File: config.mk
export PLATFORM = sky130hd
export DESIGN_NAME = cst_div
export DESIGN_NICKNAME = d
export VERILOG_FILES = /design/src/design/cst_pkg.sv /design/src/design/cst_div.sv
export SDC_FILE = /design/constraint.sdc
export NUM_CORES = 2
export LEC_CHECK = 0
export ABC_AREA = 1
export BUFFER_PORTS_ARGS = -buffer_cell sky130_fd_sc_hd__buf_2
export CORE_MARGIN = 1
export CORE_UTILIZATION = 32
export DETAILED_ROUTE_END_ITERATION = 10
export PLACE_DENSITY = 0.49
export SLEW_MARGIN = 20
export SYNTH_ARGS = -nofsm -noshare
export SYNTH_HDL_FRONTEND = slang
export SYNTH_SLANG_ARGS = --single-unit
File: constraint.sdc
create_clock -name clk -period 1.85 [get_ports clk]
set_input_delay 0.185 -clock clk [delete_from_list [all_inputs] [get_ports clk]]
set_output_delay 0.185 -clock clk [all_outputs]
set_load 0.1 [all_outputs]
File: src/design/cst_pkg.sv
`timescale 1ns / 1ps

package cst_pkg;

	localparam longint HALF_PI_Q30 = 64'sd1686629713;
	localparam longint INV_TWO_PI_Q32 = 64'sd683565276;
	localparam longint PI_Q16_X1000 = 64'sd205887000;

	localparam int DIV_W = 27;
	localparam int REM_W = 14;

	typedef enum logic [0:0] {
		REG_STEP_HEIGHT = 1'b0,
		REG_SWING_PERIOD = 1'b1
	} cfg_reg_t;

	typedef struct packed {
		logic [DIV_W-1:0] num;
		logic [REM_W-1:0] rem;
	} div_lane_t;

	typedef struct packed {
		logic signed [15:0] pos_x;
		logic signed [15:0] pos_z;
		logic neg_x;
		logic neg_z;
		div_lane_t lane_x;
		div_lane_t lane_z;
	} div_t;

	function automatic div_lane_t div_step(input div_lane_t l, input logic [REM_W-1:0] d);
		logic [REM_W:0] r;
		div_lane_t o;
		r = {l.rem, l.num[DIV_W-1]};
		if (r >= {1'b0, d}) begin
			o.rem = REM_W'(r - {1'b0, d});
			o.num = {l.num[DIV_W-2:0], 1'b1};
		end else begin
			o.rem = REM_W'(r);
			o.num = {l.num[DIV_W-2:0], 1'b0};
		end
		return o;
	endfunction

	function automatic logic signed [15:0] turn_sine(input logic [31:0] u);
		longint sv;
		longint m;
		longint x;
		longint x2;
		longint term;
		longint sum;
		longint r;
		logic neg;
		sv = longint'(signed'(u));
		if (sv > 64'sd1073741824)
			sv = 64'sd2147483648 - sv;
		else if (sv < -64'sd1073741824)
			sv = -64'sd2147483648 - sv;
		neg = sv < 0;
		m = neg ? -sv : sv;
		x = (m * HALF_PI_Q30) >>> 30;
		x2 = (x * x) >>> 30;
		sum = x;
		term = x;
		for (int n = 1; n <= 6; n++) begin
			term = (term * x2) >>> 30;
			case (n)
				1: term = term / 6;
				2: term = term / 20;
				3: term = term / 42;
				4: term = term / 72;
				5: term = term / 110;
				default: term = term / 156;
			endcase
			if (n % 2 == 1)
				sum = sum - term;
			else
				sum = sum + term;
		end
		if (sum < 0)
			sum = 0;
		r = (sum + 32768) >>> 16;
		if (r > 16384)
			r = 16384;
		return neg ? 16'(-r) : 16'(r);
	endfunction

endpackage

File: src/design/cst_div.sv
`timescale 1ns / 1ps

module cst_div import cst_pkg::*; (
	input logic clk,
	input logic arst_n,
	input logic en,
	input logic [REM_W-1:0] divisor,
	input logic vld_in,
	input div_t item_in,
	output logic vld_out,
	output div_t item_out
);

	logic vld_s [DIV_W+1];
	div_t item_s [DIV_W+1];

	assign vld_s[0] = vld_in;
	assign item_s[0] = item_in;

	for (genvar i = 0; i < DIV_W; i++) begin : g_stage
		always_ff @(posedge clk or negedge arst_n) begin
			if (!arst_n) begin
				vld_s[i+1] <= 1'b0;
			end else if (en) begin
				vld_s[i+1] <= vld_s[i];
			end
		end

		always_ff @(posedge clk) begin
			if (en) begin
				item_s[i+1].pos_x <= item_s[i].pos_x;
				item_s[i+1].pos_z <= item_s[i].pos_z;
				item_s[i+1].neg_x <= item_s[i].neg_x;
				item_s[i+1].neg_z <= item_s[i].neg_z;
				item_s[i+1].lane_x <= div_step(item_s[i].lane_x, divisor);
				item_s[i+1].lane_z <= div_step(item_s[i].lane_z, divisor);
			end
		end
	end

	assign vld_out = vld_s[DIV_W];
	assign item_out = item_s[DIV_W];

endmodule

## Yosys cells after proc, flatten, opt, wreduce, memory -nomap -nowiden

Index checks and enable logic that the tools add are counted.

| operators by class | value |
|---|---|
| order comparisons | 54 |
| add/subtract/negate cells | 54 |
| muxes and demuxes | 54 |

Operator list:

| kind | number |
|---|---|
| 15-bit by 14-bit greater-or-equal comparator with 1-bit output | 54 |
| 15-bit two-way mux | 54 |
| 14-bit subtractor | 54 |

| word-level totals | value |
|---|---|
| input bits | 134 |
| bits in registers | 3159 |
| word-level logic and storage cells | 405 |
| output and inout bits | 117 |

## Longest topological paths before layout

| depth | value |
|---|---|
| depth in word-level cells | 2 |
| depth in mapped cells | 14 |
| gate-level depth less buffers | 12 |

## Least setup slack after synthesis

No wires, ideal clock.

| path | value |
|---|---|
| kind | input to register |
| start | input port divisor[1] |
| end | register item_s[1782] (netlist name), data pin |
| setup slack | -3108 ps |
| data arrival time | 4705 ps |
| path buffers | 1 |
| stages | 11 |
| cells stage by stage | inv_1 -> ha_1 -> nand3_1 -> nand2_2 -> nand2_1 -> nand2_2 -> nand2_2 -> nand3_4 -> buf_8 -> nand2_1 -> o21ai_2 |

| on the way | value |
|---|---|
| word-level cells in the longest chain between the ends | 2 |

RTL lines:

| element | line | text |
|---|---|---|
| from (decl) | cst_div.sv:7 | `input logic [REM_W-1:0] divisor,` |
| 14-bit subtractor or 15-bit by 14-bit greater-or-equal comparator with 1-bit output (tied branches) | cst_pkg.sv:36, cst_pkg.sv:35 |  |
| 15-bit two-way mux * | cst_pkg.sv:35 | `if (r >= {1'b0, d}) begin` |
| to (decl) | cst_div.sv:15 | `div_t item_s [DIV_W+1];` |

Every way passes the cells marked *; elsewhere a longest branch is shown, timed or not.
A chain may end at the register's enable or synchronous reset.

## Worst setup path after layout

| path | value |
|---|---|
| start | register item_s[1627] (netlist name) |
| end | register item_s[1518] (netlist name), data pin |

| on the way | value |
|---|---|
| word-level cells in the longest chain between the ends | 2 |

RTL lines:

| element | line |
|---|---|
| 14-bit subtractor or 15-bit by 14-bit greater-or-equal comparator with 1-bit output (tied branches) | cst_pkg.sv:36, cst_pkg.sv:35 |
| 15-bit two-way mux * | cst_pkg.sv:35 |

Marked as above.

==> results.py <==
metrics = {
    "setup_path": {
        "arrival_ns": 2.78,
        "path_max_fanout": 5,
        "crit_path_end_kind": "flip-flop",
        "cp.required_ns": 2.56,
        "r2r_cells": 11,
        "crit_type": "reg2reg",
        "worstReg2RegStart": "item_s[1627]",
        "reg2reg_to": "item_s[1518]",
        "startpoint_type": "flip-flop",
        "ff2ff_setup_slack_ns": -0.22,
    },
    "synthesis": {
        "synth_xor_area_share_pct": 2.11,
        "ys_seq_area_share_pct": 60.3,
        "mappedNetlistNets": 15700,
        "ys_warn_count": 0,
        "synthSimpleGateAreaFrac_pct": 19.9,
        "syn-cell-area_mm2": 0.157,
        "yosys.area.top_type": "edfxtp_1",
        "synth_area_leaders": "edfxtp_1 (60%), nand2_1 (10%), ha_1 (6.5%)",
        "synthAdderAreaFrac_pct": 7.14,
        "synth-compound-area-share_pct": 3.34,
        "post_synth_num_cell_types": 43,
        "synth_area_per_cell_um2": 10.7,
        "synth_top_family_by_area": "simple AND/OR/NAND/NOR gates",
        "synth.mux.area_fraction_pct": 0.00717,
        "postSynthCellCount": 14700,
        "synth.top_cell.area_share_pct": 59.9,
        "ys_seq_elements": 3159,
    },
    "placed_design": {
        "place_hpwl_um": 279000,
        "place_congestion": 0.865,
        "post-place-ws_ns": -0.654,
        "io_buffer_count": 250,
        "dpl_cell_area_mm2": 0.193,
    },
    "detailed_routing": {
        "antenna_left": 0,
        "wire_per_inst_um": 15.5,
        "drt-initial-drc-count": 5473,
        "routed_wl_um": 404000,
        "num_vias": 115000,
        "via_per_inst": 4.39,
        "drc_errors": 0,
        "first_pass_iters": 8,
    },
    "layout": {
        "final_common_cell": "buf_4",
        "fin_util_pct": 48.0,
        "multiInputGateArea_mm2": 0.0709,
        "finalInstanceArea_mm2": 0.234,
        "final_cell_mix": "buf_4 (3373), edfxtp_1 (3132), nand2_1 (2980), inv_1 (2176), nand2_2 (1047)",
        "fillers": 43900,
        "nNetsFinal": 20300,
        "regArea_mm2": 0.0947,
        "synthToLayoutAreaGrowth_pct": 48.9,
        "drive_above_1_share_pct": 44.5,
    },
    "worst_hold_path": {
        "hold_class": "in2reg",
        "hold_path.startpoint": "item_in[9]",
        "hold_depth": 4,
        "worstHoldEndpoint": "item_s[3026]",
    },
    "sta": {
        "slew_viol_final": 0,
        "fmax_ghz": 0.483,
        "rsz0062_at_grt": "true",
        "min_period_over_period_pct": 112,
        "finalCriticalPeriod_ns": 2.07,
        "worst_slack_ns": -0.220,
        "setup_viol": 716,
        "whs_ns": 0.130,
        "fin_skew_ns": 0.0695,
        "maxSlewHeadroom_pct": 59.3,
        "tightest_slew_ns": 0.611,
        "finalHoldViolations": 0,
    },
    "pwr": {
        "cellLeakagePower_nw": 102,
        "p_total_mw": 379,
        "p_per_area_mw_per_mm2": 1620,
        "peakVddDrop_mv": 1.32,
    },
    "global_route": {
        "grt_pass1_vias": 114000,
        "antenna_found_initial": 7,
        "track_usage_pct": 15.5,
        "grt_pass1_wl_um": 610000,
        "grt_overflow": 0,
        "grt_max_degree": 92,
    },
    "clock_network": {
        "cts_tree": "built",
        "cts_max_path_buffers": 4,
        "cts-root-buf": "clkbuf_16",
        "clk_latency_ns": 1.00,
        "cts.clk_slew.worst_paths_ns": 0.06,
        "htree_levels": 5,
        "numCtsBuffers": 363,
        "cts_num_sinks": 3159,
    },
    "run": {
        "cap_viol_max_count": 0,
    },
    "floorplan": {
        "dieArea_mm2": 0.494,
        "initial_utilization_pct": 32.2,
        "core-area_mm2": 0.488,
        "die_y_um": 703,
        "rows": 256,
        "boundaryPins": 251,
        "dieWidth_um": 703,
    },
    "status": {
        "outcome": "finished with violations",
        "violations": "negative setup slack",
    },
}
[metal layers]
layer,vias to the layer above,GRT usage (%),routed length [um]
met3,670,2.15,13100
met4,2,4.88,12700
li1,58400,-,-
met2,1529,27.0,201000
met1,54000,19.9,177000
met5,-,0,19
[worst max-delay path: stages (launching register included)]
cell,delay (ns)
edfxtp_1,0.48
ha_4,0.31
nand2_4,0.07
nand2_4,0.06
a21oi_2,0.16
nand2_2,0.10
nand2_4,0.09
nand3_4,0.14
buf_12,0.17
buf_16,0.13
nand2_2,0.06
o21ai_1,0.05
[Yosys cell counts, drive strengths merged]
master  count
nand2    4423
edfxtp   3132
inv      2412
nand3     918
ha        810
nor2      777
nand4     487
o21ai     467
a21oi     299
xor2      294
buf       232
and2      105
xnor2      84
nand3b     57
fa         54
or2        37
o21bai     34
dfrtp      27
nor3       24
a21o       21
clkbuf      6
a31oi       1
mux2        1
[how the worst max path moves through the flow]
stage                 startpoint            to  slack [ns]  depth (start not counted)
floorplan             divisor[1]  item_s[2721]       -1.85                         11
global placement     divisor[10]  item_s[2206]       -0.68                         13
detailed placement    divisor[5]  item_s[2900]       -0.65                         13
CTS                  item_s[282]   item_s[160]       -0.18                         10
global route        item_s[1628]  item_s[1518]       -0.28                         11
finish              item_s[1627]  item_s[1518]       -0.22                         11
[stage by stage]
step,cells,TNS [ns]
2_1_floorplan,14700,-1455.37
3_3_place_gp,24400,-413.50
3_5_place_dp,24400,-417.56
4_1_cts,25700,-62.74
5_1_grt,26100,-111.71
6_report,26100,-48.83
[registers in the layout (all words and copies together) (netlist names)]
| signal | cells |
|---|---|
| vld_s | 26 |
| item_s | 3016 |
| vld_out | 1 |
| item_out | 116 |
[repair_timing]
item                                    in CTS  in global routing
hold buffers                               225                  0
gates resized for setup                   1801               2425
pin swaps                                  545               1035
endpoints found under the setup margin     878                862
hold endpoints to repair                  1232                  0
setup buffers                              361                399
cloned                                      53                 51
[cell type report]
cell class / count / share of cell area [%]
Multi-Input combinational cell: 8922 / 30.3
Timing Repair Buffer: 4476 / 16.8
Antenna cell: 1 / 0.00107
Clock buffer: 430 / 4.01
Sequential cell: 3159 / 40.5
Tap cell: 6450 / 3.45
Inverter: 2412 / 3.89
Clock inverter: 235 / 1.07
[where the power goes]
group	switching [mW]	total [mW]	internal [mW]	leakage, nW
clock network	30.1	71.5	41.4	5.73
logic	101	201	100	65.3
registers	9.70	107	97.0	31.0
[logic make-up (layout without fill, tap and decap cells)]
group | after synthesis | in the layout
flip-flops | 3159 | 3159
buffers and inverters | 2650 | 7553
multiplexers | 1 | 1
other | 0 | 1
XOR/XNOR | 378 | 378
AO/OA/AOI/OAI | 822 | 822
adder cells (fa/ha/maj) | 864 | 864
AND/OR/NAND/NOR | 6828 | 6857
Power figures use the tool's default switching activity.
